[src/sv/ttf_pkg.sv]
// Shared constants, controller states and command/status types for the tangent frame core.
package ttf_pkg;

  // Default field widths.
  localparam int COORD_WIDTH_DEF = 24;
  localparam int UNIT_WIDTH_DEF  = 16;

  // The largest tangent component magnitude is normalized into [2^(NORM_BITS-1), 2^NORM_BITS).
  localparam int NORM_BITS = 30;

  // Widest coordinate delta kept before the tangent products.
  localparam int DELTA_MAX_BITS = 31;

  // Corner indexes within a face.
  localparam logic [1:0] CORNER_FIRST = 2'd0;
  localparam logic [1:0] CORNER_LAST  = 2'd2;

  typedef enum logic [4:0] {
    ST_IDLE,
    ST_DELTA,
    ST_TPROD,
    ST_TDIFF,
    ST_ABS,
    ST_NORM,
    ST_SQM,
    ST_SQA,
    ST_SQRT_INIT,
    ST_SQRT,
    ST_DIV_INIT,
    ST_DIV,
    ST_DIV_WR,
    ST_CROSS1,
    ST_BIN,
    ST_CROSS2,
    ST_TAN,
    ST_EMIT
  } ttf_state_e;

  typedef struct packed {
    logic       store;
    logic       take_third;
    logic       delta;
    logic       tprod;
    logic       tdiff;
    logic       abs_ld;
    logic       norm_right;
    logic       norm_left;
    logic       sq_clr;
    logic       sq_mul;
    logic       sq_acc;
    logic       sqrt_init;
    logic       sqrt_step;
    logic       div_init;
    logic       div_step;
    logic       div_wr;
    logic       tn_zero;
    logic       cross_ld;
    logic       cross_sel;
    logic       b_ld;
    logic       tg_ld;
    logic       out_ld;
    logic       idx;
    logic [1:0] comp;
    logic [1:0] corner;
  } ttf_cmd_t;

  typedef struct packed {
    logic mag_zero;
    logic norm_right;
    logic norm_left;
    logic sqrt_last;
    logic div_last;
    logic out_free;
  } ttf_sts_t;

endpackage

[src/sv/ttf_ctrl.sv]
// Sequencer for the tangent frame core: steps the datapath through one face.
module ttf_ctrl (
  input  logic              clk_i,
  input  logic              rst_ni,
  input  logic              in_valid_i,
  output logic              in_ready_o,
  input  ttf_pkg::ttf_sts_t sts_i,
  output ttf_pkg::ttf_cmd_t cmd_o
);
  import ttf_pkg::*;

  ttf_state_e state_q, state_d;
  logic [1:0] cnt_q, cnt_d;
  logic [1:0] k_q, k_d;
  logic [1:0] c_q, c_d;

  // State and loop counters
  always_ff @(posedge clk_i or negedge rst_ni) begin
    if (!rst_ni) begin
      state_q <= ST_IDLE;
      cnt_q   <= '0;
      k_q     <= '0;
      c_q     <= '0;
    end else begin
      state_q <= state_d;
      cnt_q   <= cnt_d;
      k_q     <= k_d;
      c_q     <= c_d;
    end
  end

  // Next state and datapath commands
  always_comb begin
    state_d     = state_q;
    cnt_d       = cnt_q;
    k_d         = k_q;
    c_d         = c_q;
    cmd_o       = '0;
    cmd_o.idx   = cnt_q[0];
    cmd_o.comp  = k_q;
    cmd_o.corner = c_q;
    in_ready_o  = 1'b0;
    unique case (state_q)
      ST_IDLE: begin
        in_ready_o = 1'b1;
        if (in_valid_i) begin
          if (cnt_q < CORNER_LAST) begin
            cmd_o.store = 1'b1;
            cnt_d       = cnt_q + 2'd1;
          end else begin
            cmd_o.take_third = 1'b1;
            cnt_d            = '0;
            state_d          = ST_DELTA;
          end
        end
      end
      ST_DELTA: begin
        cmd_o.delta = 1'b1;
        k_d         = '0;
        state_d     = ST_TPROD;
      end
      ST_TPROD: begin
        cmd_o.tprod = 1'b1;
        state_d     = ST_TDIFF;
      end
      ST_TDIFF: begin
        cmd_o.tdiff = 1'b1;
        if (k_q == CORNER_LAST) begin
          k_d     = '0;
          state_d = ST_ABS;
        end else begin
          k_d     = k_q + 2'd1;
          state_d = ST_TPROD;
        end
      end
      ST_ABS: begin
        cmd_o.abs_ld = 1'b1;
        state_d      = ST_NORM;
      end
      ST_NORM: begin
        if (sts_i.mag_zero) begin
          cmd_o.tn_zero = 1'b1;
          c_d           = CORNER_FIRST;
          state_d       = ST_CROSS1;
        end else if (sts_i.norm_right) begin
          cmd_o.norm_right = 1'b1;
        end else if (sts_i.norm_left) begin
          cmd_o.norm_left = 1'b1;
        end else begin
          cmd_o.sq_clr = 1'b1;
          k_d          = '0;
          state_d      = ST_SQM;
        end
      end
      ST_SQM: begin
        cmd_o.sq_mul = 1'b1;
        state_d      = ST_SQA;
      end
      ST_SQA: begin
        cmd_o.sq_acc = 1'b1;
        if (k_q == CORNER_LAST) begin
          k_d     = '0;
          state_d = ST_SQRT_INIT;
        end else begin
          k_d     = k_q + 2'd1;
          state_d = ST_SQM;
        end
      end
      ST_SQRT_INIT: begin
        cmd_o.sqrt_init = 1'b1;
        state_d         = ST_SQRT;
      end
      ST_SQRT: begin
        cmd_o.sqrt_step = 1'b1;
        if (sts_i.sqrt_last) state_d = ST_DIV_INIT;
      end
      ST_DIV_INIT: begin
        cmd_o.div_init = 1'b1;
        state_d        = ST_DIV;
      end
      ST_DIV: begin
        cmd_o.div_step = 1'b1;
        if (sts_i.div_last) state_d = ST_DIV_WR;
      end
      ST_DIV_WR: begin
        cmd_o.div_wr = 1'b1;
        if (k_q == CORNER_LAST) begin
          k_d     = '0;
          c_d     = CORNER_FIRST;
          state_d = ST_CROSS1;
        end else begin
          k_d     = k_q + 2'd1;
          state_d = ST_DIV_INIT;
        end
      end
      ST_CROSS1: begin
        cmd_o.cross_ld = 1'b1;
        state_d        = ST_BIN;
      end
      ST_BIN: begin
        cmd_o.b_ld = 1'b1;
        state_d    = ST_CROSS2;
      end
      ST_CROSS2: begin
        cmd_o.cross_ld  = 1'b1;
        cmd_o.cross_sel = 1'b1;
        state_d         = ST_TAN;
      end
      ST_TAN: begin
        cmd_o.tg_ld = 1'b1;
        state_d     = ST_EMIT;
      end
      ST_EMIT: begin
        // hold until the output register can take the beat
        if (sts_i.out_free) begin
          cmd_o.out_ld = 1'b1;
          if (c_q == CORNER_LAST) begin
            c_d     = CORNER_FIRST;
            state_d = ST_IDLE;
          end else begin
            c_d     = c_q + 2'd1;
            state_d = ST_CROSS1;
          end
        end
      end
      default: state_d = ST_IDLE;
    endcase
  end

endmodule

[config.mk]
export PLATFORM = sky130hd
export DESIGN_NAME = ttf_ctrl
export DESIGN_NICKNAME = d
export VERILOG_FILES = /design/src/sv/ttf_pkg.sv /design/src/sv/ttf_ctrl.sv
export SDC_FILE = /design/constraint.sdc
export NUM_CORES = 1
export LEC_CHECK = 0
export BUFFER_PORTS_ARGS = -buffer_cell sky130_fd_sc_hd__buf_2
export CORE_ASPECT_RATIO = 0.75
export CORE_MARGIN = 2
export CORE_UTILIZATION = 43
export DETAILED_ROUTE_END_ITERATION = 6
export PLACE_DENSITY = 0.75
export SLEW_MARGIN = 5
export SYNTH_ARGS = -nofsm -noshare
export SYNTH_HDL_FRONTEND = slang
export SYNTH_SLANG_ARGS = --single-unit
[constraint.sdc]
create_clock -name clk_i -period 2.1 [get_ports clk_i]
set_clock_uncertainty 0.1 [all_clocks]
set_input_delay 0.42 -clock clk_i [delete_from_list [all_inputs] [get_ports clk_i]]
set_output_delay 0.42 -clock clk_i [all_outputs]
set_load 0.02 [all_outputs]
==> out/results.ini, run 1 <==
[outcome]
status=complete, but fails checks
violations=negative setup slack

[detailed_routing]
drc_errors=0
wl_per_cell_um=18.4
vias=1288
drtIter0Drc=123
drt_first_pass_iters=7
drt-total-wl_mm=3.87
drt-vias-per-instance=6.13
ant_nets=0

[grt]
grt_max_degree=16
grt.overflow.total=0
grt_antenna_before_repair=0
grt_usage_pct=25.2
first_global_vias=1082
grt_pass1_wl_mm=4.84

[critical_path]
cp_max_fo=5
r2r.worst_path.cells=10
cp-startpoint=state_q[3]
timing.reg2reg.setup_slack_ns=-0.14
r2r-end=k_q[0]
cp-end-kind=output port
crit_type=reg2out
r2r-start=state_q[3]
arrival_ns=1.83
crit_required_ns=1.58
endpoint=cmd_o[20]
start_kind=flip-flop

[power]
pwr_density_cell_mw_per_mm2=1380
switching_share_pct=48.3
seq_power_share_pct=17.0
p_comb_share_pct=76.5
p_leak_nw=0.780
p_switching_mw=1.09
ir_drop_mv=0.982
clkPwrFrac_pct=6.5
p_int_mw=1.17

[synth]
ys_async_sr_fraction_pct=100
syn_inst=122
yosys.area_share.xor_xnor_pct=0.947
synth_nets=131
synth_fa_ha_area_share_pct=0
seq_area_frac_synth_pct=29.8
yosysUniqueCellTypes=39
synth_compound_area_share_pct=20.7
synth.area.mux_share_pct=6.09
synth_edf_count=0
netlist_area_um2=925
synth.avg_cell_area_um2=7.58
synth_top_family_by_area=simple AND/OR/NAND/NOR gates
synth_ff_type=dfrtp_1
synthSimpleGateAreaFrac_pct=36.9
yosys_warnings=0
yosys_register_bits=11

[placement]
dp_slack_ns=0.0415
gp_congestion=0.928
placed_cell_area_mm2=0.00120
hpwl_mm=2.10
io_buffer_count=36

[layout]
final_area_mm2=0.00164
fin_util_pct=81.3
area_growth_pct=77.1
drive_gt1_share_pct=55.9
diodes=0
fill_cells=116
nets=196

[sta]
rsz0062_at_grt=true
fin_crit_sh_pct=112
min_period_ns=2.35
final_max_slew_viol_count=0
hold_viol_final=0
fmax_mhz=426
tns_ns=-2.06
max_slew.worst_pin.slew_ns=0.462
slew_headroom_pct=68.9
setup_viol=14
setup_ws_ns=-0.246

[die]
coreArea_mm2=0.00201
num_rows=14
dieWidth_um=57.5
die_area_mm2=0.00254
start_util_pct=45.9
ios=37
die_h_um=44.2

[clock_network]
clock_sinks=11
cts_tree=done
cts_htree_levels=1
clk_path_buf_depth=2
clockRootBuffer=clkbuf_4
cts.clk_slew.worst_paths_ns=0.08
clkLatencyLatePin_ns=0.27
cts_made_buffers=3

[flow_run]
drv_cap=0

[hold_path]
min-delay-path-class=in2reg

Yosys cell counts, types with 2 or more instances:
| master | count | share of area, % |
|---|---|---|
| inv_1 | 4 | 1.6 |
| nand2b_1 | 2 | 1.4 |
| mux2_2 | 3 | 3.7 |
| a21oi_1 | 7 | 3.8 |
| a31o_2 | 3 | 2.8 |
| and3_1 | 3 | 2.0 |
| or3_1 | 5 | 3.4 |
| dfrtp_1 | 11 | 30 |
| nor2b_1 | 4 | 2.7 |
| nor3_1 | 4 | 2.2 |
| nor2_1 | 26 | 11 |
| nor2_2 | 2 | 1.4 |
| o22ai_1 | 2 | 1.4 |
| buf_2 | 5 | 2.7 |
| mux2_1 | 2 | 2.4 |
| nor3b_1 | 2 | 1.6 |
| o21ai_0 | 4 | 2.2 |
| nand2_1 | 9 | 3.7 |
| nand3_1 | 4 | 2.2 |
worst min-delay path by stage:
| stage | from | to | slack, ns | cells past startpoint |
|---|---|---|---|---|
| 4_1_cts | in_valid_i | cnt_q[1] | 0.33 | 3 |
| 6_report | sts_i[1] | state_q[1] | 0.37 | 3 |
| 3_5_place_dp | rst_ni | state_q[1] | 0.21 | 1 |
| 5_1_grt | sts_i[1] | state_q[1] | 0.38 | 3 |
| 2_1_floorplan | rst_ni | c_q[0] | 0.02 | 0 |
| 3_3_place_gp | rst_ni | state_q[1] | 0.20 | 1 |
worst max-delay path, stage by stage, from the launching register on:
cell     delay (ns)
dfrtp_1        0.40
or3b_4         0.40
buf_4          0.15
buf_6          0.13
nor3_4         0.19
and2_4         0.17
buf_6          0.11
state kept, by name (all words and copies together) (netlist names):
signal and flops:
c_q 2, state_q 5, k_q 2, cnt_q 2
what timing repair did:
action	4_1_cts	5_1_grt
gates resized for setup	21	47
pin swaps	7	10
buffers inserted	6	14
hold endpoints to repair	11	0
endpoints found under the setup margin	10	20
hold buffers	1	0
routing by layer:
layer / share of wire [%] / vias to the layer above / global-route usage, %
li1: - / 559 / -
met1: 37 / 590 / 31.9
met2: 49 / 111 / 42.7
met3: 9.7 / 28 / 3.22
met4: 4.7 / 0 / 13.0
met5: 0 / - / 0
cells by family (layout without fill, tap and decap cells):
kind of cell              after synthesis  in the layout
DFF                                    11             11
muxes                                   5              5
xor gates and xnor gates                1              1
buffers and inverters                  11             75
AOI/OAI and AO/OA                      27             27
and+or+nand+nor                        67             67
final cells by class:
class	instances	area [um2]	share of cell area, %
clock buffers	4	26.3	1.60
inverters	4	15.0	0.917
multi-input cells	100	757	46.2
flip-flops and latches	11	277	16.9
well taps	24	30.0	1.83
repair buffers	67	533	32.5
power by group through the flow:
| stage | combinational (mW) | sequential [mW] | clock, mW |
|---|---|---|---|
| after global placement | 1.12 | 0.360 | 0 |
| after detailed placement | 1.15 | 0.365 | 0 |
| final | 1.73 | 0.385 | 0.148 |
| after CTS | 1.29 | 0.365 | 0.152 |
| after global routing | 1.82 | 0.389 | 0.163 |
| after floorplan | 0.808 | 0.368 | 0 |
cell usage in the layout (no fill, tap or decap), drive strengths merged, types with 3 or more instances in the layout:
cell,count
and3,3
nand2,9
o21ai,5
nor3,4
nor2b,4
or3,6
nand3,4
buf,66
inv,4
nor2,28
dfrtp,11
a21oi,7
a31o,3
clkbuf,4
mux2,5
per-stage QoR:
| stage | power (mW) | instances | hold slack (ns) |
|---|---|---|---|
| after CTS | 1.80 | 197 | 0.325 |
| final | 2.26 | 210 | 0.369 |
| after detailed placement | 1.51 | 186 | 0.210 |
| after global routing | 2.37 | 210 | 0.385 |
| after floorplan | 1.18 | 122 | 0.0244 |
| after global placement | 1.48 | 186 | 0.204 |
Power figures use the tool's default switching activity.
==> run 2: changes to the inputs <==
- CORE_MARGIN: 2 -> 1.5
- SKIP_LAST_GASP: default -> 1
==> out/results.ini, run 2 (same netlist as run 1, synthesis figures left out) <==
[layout]
largest_register_ffs=5  ; unchanged
multiInputGateArea_um2=687  ; was 757 um2
finalNonFillerCells=193  ; was 210
area_growth_pct=49.0  ; was 77.1%
regMostFlops=state_q  ; unchanged
diodes=0  ; unchanged
final_area_mm2=0.00138  ; was 0.00164 mm2
seq_area_um2=275  ; was 277 um2
drive_gt1_share_pct=46.7  ; was 55.9%
fill_cells=176  ; was 116
layout_common_cells=buf_4, nor2_1, buf_2  ; unchanged
nets=179  ; was 196
final_common_cell=buf_4  ; unchanged
fin_util_pct=68.4  ; was 81.3%

[die]
dieWidth_um=56.5  ; was 57.5 um
coreArea_mm2=0.00201  ; unchanged
ios=37  ; unchanged
start_util_pct=45.9  ; unchanged
die_area_mm2=0.00244  ; was 0.00254 mm2
die_h_um=43.2  ; was 44.2 um
num_rows=14  ; unchanged

[critical_path]
arrival_ns=1.78  ; was 1.83 ns
crit_required_ns=1.58  ; about the same
start_kind=flip-flop  ; unchanged
cp-end-kind=output port  ; unchanged
timing.reg2reg.setup_slack_ns=0.14  ; was -0.14 ns
r2r.worst_path.cells=5  ; was 10
r2r-end=c_q[1]  ; was k_q[0]
r2r-start=state_q[3]  ; unchanged
crit_type=reg2out  ; unchanged
cp_max_fo=3  ; was 5

[placement]
io_buffer_count=36  ; unchanged
hpwl_mm=2.09  ; was 2.10 mm
placed_cell_area_mm2=0.00121  ; was 0.00120 mm2
gp_congestion=0.900  ; was 0.928
dp.cells=187  ; was 186

[power]
ir_drop_mv=0.974  ; was 0.982 mV
p_leak_nw=0.673  ; was 0.780 nW
pwr_density_cell_mw_per_mm2=1340  ; was 1380 mW/mm2

[sta]
rsz0062_at_grt=true  ; unchanged
max_slew.worst_pin.slew_ns=0.351  ; was 0.462 ns
setup_viol=6  ; was 14
min_period_ns=2.30  ; was 2.35 ns
fmax_mhz=435  ; was 426 MHz
final_max_slew_viol_count=0  ; unchanged
slew_headroom_pct=76.4  ; was 68.9%
fin_crit_sh_pct=109  ; was 112%
hold_viol_final=0  ; unchanged
setup_ws_ns=-0.199  ; was -0.246 ns

[hold_path]
min-delay-path-class=in2reg  ; unchanged
hold_depth=3  ; unchanged
worstHoldStart=in_valid_i  ; was sts_i[1]
holdPathEnd=cnt_q[1]  ; was state_q[1]

[clock_network]
cts_htree_levels=1  ; unchanged
clock_sinks=11  ; unchanged
clkLatencyLatePin_ns=0.29  ; was 0.27 ns
clk_path_buf_depth=2  ; unchanged
cts.clk_slew.worst_paths_ns=0.08  ; about the same
cts_made_buffers=3  ; unchanged
clockRootBuffer=clkbuf_4  ; unchanged
cts_tree=done  ; unchanged

[grt]
grt_usage_pct=25.3  ; was 25.2%
grt.overflow.total=0  ; unchanged
grt_max_degree=16  ; unchanged
grt_pass1_wl_mm=4.60  ; was 4.84 mm
first_global_vias=993  ; was 1,082
grt_antenna_before_repair=0  ; unchanged

[detailed_routing]
drtIter0Drc=65  ; was 123
vias=1089  ; was 1,288
drc_errors=0  ; unchanged
ant_nets=0  ; unchanged
drt-vias-per-instance=5.64  ; was 6.13
wl_per_cell_um=15.3  ; was 18.4 um
drt_first_pass_iters=4  ; was 7
drt-total-wl_mm=2.96  ; was 3.87 mm

[outcome]
status=complete, but fails checks  ; unchanged
violations=negative setup slack  ; unchanged

[flow_run]
drv_cap=0  ; unchanged

==> run 2: cell types whose count changed in the layout (fill, tap and decap cells not counted), moves of 2 or more <==
cell / delta
buf_6: -11
buf_4: -8
nor2_4: -4
buf_2: +3
nand3_4: -2
nor2_1: +2
nor2_2: +2
==> run 2: worst max path at each step <==
stage | slack [ns] | depth (start not counted) | end | startpoint
floorplan | -0.02 | 4 | cmd_o[19] | state_q[3]
global placement | 0.09 | 4 | cmd_o[19] | state_q[4]
detailed placement | 0.06 | 4 | cmd_o[19] | state_q[4]
CTS | -0.17 | 4 | cmd_o[19] | state_q[3]
global route | -0.25 | 4 | cmd_o[19] | state_q[3]
finish | -0.20 | 4 | cmd_o[19] | state_q[3]
==> run 2: report_power, final <==
group	switching, mW	internal [mW]
clock	0.0860	0.0739
combinational	0.757	0.575
sequential	0.0625	0.288
total	0.906	0.937
==> run 2: layer usage <==
layer / part of all wire (%) / vias up / wire length, um / GRT usage (%)
li1: - / 527 / - / -
met1: 41 / 497 / 1220 / 32.0
met2: 49 / 58 / 1450 / 40.9
met3: 7.6 / 7 / 225 / 4.88
met4: 2.1 / 0 / 63 / 13.3
met5: 0 / - / 0 / 0
==> run 2: final cells by class <==
type | count | area share [%]
clock buffers | 4 | 1.91
inverters | 4 | 1.09
multi-input cells | 100 | 49.9
flip-flops and latches | 11 | 20.0
well taps | 24 | 2.18
repair buffers | 50 | 25.0
==> run 2: through the flow <==
stage               hold WS (ns)  worst slack [ns]  TNS [ns]  power (mW)
floorplan                 0.0244           -0.0183   -0.0300        1.18
global placement           0.205            0.0878         0        1.50
finish                     0.322            -0.199    -0.761        1.84
global route               0.339            -0.254     -1.30        1.96
CTS                        0.318            -0.171    -0.756        1.76
detailed placement         0.204            0.0597         0        1.52
==> run 2: worst max-delay path, cell delays in order (launching register included) <==
cell     delay, ns
dfrtp_1       0.38
or3b_4        0.40
or3_4         0.38
nor3b_4       0.20
buf_6         0.14
==> run 2: repair_timing <==
item,in CTS,in global routing
resized for setup,16,22
endpoints found under the hold margin,11,0
hold buffers,1,0
pin swaps,5,1
buffers inserted,2,0
endpoints found under the setup margin,10,18
==> run 3: changes to the inputs <==
- clock period: 2.1 -> 1.9 ns (I/O delays scaled with it)
==> out/results.ini, run 3 (same netlist as run 1, synthesis figures left out) <==
[detailed_routing]
ant_nets=0  ; unchanged
drt-total-wl_mm=4.96  ; was 2.96 mm
wl_per_cell_um=23.1  ; was 15.3 um
vias=1438  ; was 1,089
drt-vias-per-instance=6.69  ; was 5.64
drtIter0Drc=125  ; was 65
drc_errors=0  ; unchanged
drt_first_pass_iters=5  ; was 4

[placement]
io_buffer_count=36  ; unchanged
dp.cells=193  ; was 187
hpwl_mm=2.20  ; was 2.09 mm
gp_congestion=0.956  ; was 0.900

[layout]
finalNonFillerCells=215  ; was 193
seq_area_um2=275  ; unchanged
multiInputGateArea_um2=846  ; was 687 um2
nets=201  ; was 179
largest_register_ffs=5  ; unchanged
drive_gt1_share_pct=63.9  ; was 46.7%
regMostFlops=state_q  ; unchanged
layout_common_cells=buf_6, buf_4, nor2_4  ; was buf_4, nor2_1, buf_2
area_growth_pct=98.9  ; was 49.0%
final_common_cell=buf_6  ; was buf_4
diodes=0  ; unchanged
fill_cells=74  ; was 176

[critical_path]
path_buf_inv=3  ; was 1
critPathSlowestCell=or3_4  ; was or3b_4
timing.reg2reg.setup_slack_ns=-0.24  ; was 0.14 ns
cp-end-kind=output port  ; unchanged
crit_path_max_incr_delay_ns=0.41  ; was 0.40 ns
r2r-start=state_q[4]  ; was state_q[3]
r2r.worst_path.cells=9  ; was 5
r2r-end=k_q[0]  ; was c_q[1]
cp_max_fo=4  ; was 3
crit_type=reg2out  ; unchanged
worst_path_dominant_cell_family=simple AND/OR/NAND/NOR gates  ; unchanged
crit_required_ns=1.42  ; was 1.58 ns
cp.depth=7  ; was 4
cp_cell_sequence=buf_4 -> buf_6 -> or3_4 -> nor2_4 -> nand2_4 -> nor2_4 -> buf_6  ; was or3b_4 -> or3_4 -> nor3b_4 -> buf_6
start_kind=flip-flop  ; unchanged
arrival_ns=1.88  ; was 1.78 ns

[power]
power_mw=2.85  ; was 1.84 mW
pwr_density_cell_mw_per_mm2=1550  ; was 1340 mW/mm2
ir_drop_mv=1.37  ; was 0.974 mV
p_leak_nw=0.835  ; was 0.673 nW

[hold_path]
hold_depth=3  ; unchanged
worstHoldStart=sts_i[1]  ; was in_valid_i
min-delay-path-class=in2reg  ; unchanged
holdPathEnd=state_q[1]  ; was cnt_q[1]

[clock_network]
clock_sinks=11  ; unchanged
cts.clk_slew.worst_paths_ns=0.08  ; about the same
clockRootBuffer=clkbuf_4  ; unchanged
cts_tree=done  ; unchanged
clkLatencyLatePin_ns=0.29  ; about the same
cts_htree_levels=1  ; unchanged
clk_path_buf_depth=2  ; unchanged
cts_made_buffers=3  ; unchanged

[grt]
first_global_vias=1245  ; was 993
grt_usage_pct=33.3  ; was 25.3%
grt_pass1_wl_mm=6.18  ; was 4.60 mm
grt_antenna_before_repair=0  ; unchanged
grt.overflow.total=0  ; unchanged
grt_max_degree=15  ; was 16

[flow_run]
drv_cap=0  ; unchanged

[die]
start_util_pct=45.9  ; unchanged
ios=37  ; unchanged
die_area_mm2=0.00244  ; unchanged
coreArea_mm2=0.00201  ; unchanged
die_h_um=43.2  ; unchanged
num_rows=14  ; unchanged
dieWidth_um=56.5  ; unchanged

[sta]
slew_headroom_pct=74.8  ; was 76.4%
setup_viol=32  ; was 6
fmax_mhz=423
min_period_ns=2.36
max_slew.worst_pin.slew_ns=0.377  ; was 0.351 ns
rsz0062_at_grt=true  ; unchanged
setup_ws_ns=-0.464  ; was -0.199 ns
hold_slack_ns=0.306  ; was 0.322 ns
final_max_slew_viol_count=0  ; unchanged
hold_viol_final=0  ; unchanged
fin_crit_sh_pct=124

[outcome]
violations=negative setup slack  ; unchanged
status=complete, but fails checks  ; unchanged

-- run 3: layer usage --
layer  track usage, %  vias up  part of all wire [%]
met5                0        -                     0
met4             13.8        0                   7.3
met3             7.32       52                    14
met2             54.7      168                    44
met1             42.5      643                    35
li1                 -      575                     -
-- run 3: where the power goes --
group	total [mW]	internal, mW	switching (mW)
combinational	2.26	0.984	1.27
clock	0.180	0.0818	0.0978
sequential	0.413	0.318	0.0948
-- run 3: worst min-delay path, delay by kind of cell --
family	cells	cell delay [ns]
AND/OR/NAND/NOR	1	0.12
buffers and inverters	1	0.08
AO/OA/AOI/OAI	1	0.07
-- run 3: worst max-delay path by stage --
stage	startpoint	end	slack, ns
detailed placement	state_q[4]	cmd_o[19]	-0.15
floorplan	state_q[3]	cmd_o[19]	-0.17
global route	state_q[4]	cmd_o[26]	-0.49
CTS	state_q[4]	cmd_o[19]	-0.42
finish	state_q[4]	cmd_o[26]	-0.46
global placement	state_q[4]	cmd_o[19]	-0.07
-- run 3: area by class of cell --
| cell class | instances | share of cell area [%] |
|---|---|---|
| multi-input combinational | 100 | 46.0 |
| timing repair buffer | 72 | 34.9 |
| sequential | 11 | 15.0 |
| tap | 24 | 1.63 |
| clock buffer | 4 | 1.43 |
| inverter | 4 | 1.09 |
-- run 3: repair_timing --
item	in CTS	in global routing
resized for setup	77	41
hold buffers	1	0
hold endpoints to repair	11	0
endpoints found under the setup margin	23	33
gates cloned	0	0
setup buffers	11	8
pin swaps	13	14
-- run 3: stage by stage --
stage / worst slack, ns / instance area [um2] / setup TNS (ns) / util, %
after floorplan: -0.169 / 965 / -0.425 / -
after global placement: -0.0732 / 1270 / -0.239 / 63.2
after detailed placement: -0.155 / 1270 / -0.570 / 63.2
after CTS: -0.418 / 1660 / -5.05 / 82.4
after global routing: -0.494 / 1840 / -8.93 / 91.3
final: -0.464 / 1840 / -7.82 / 91.3
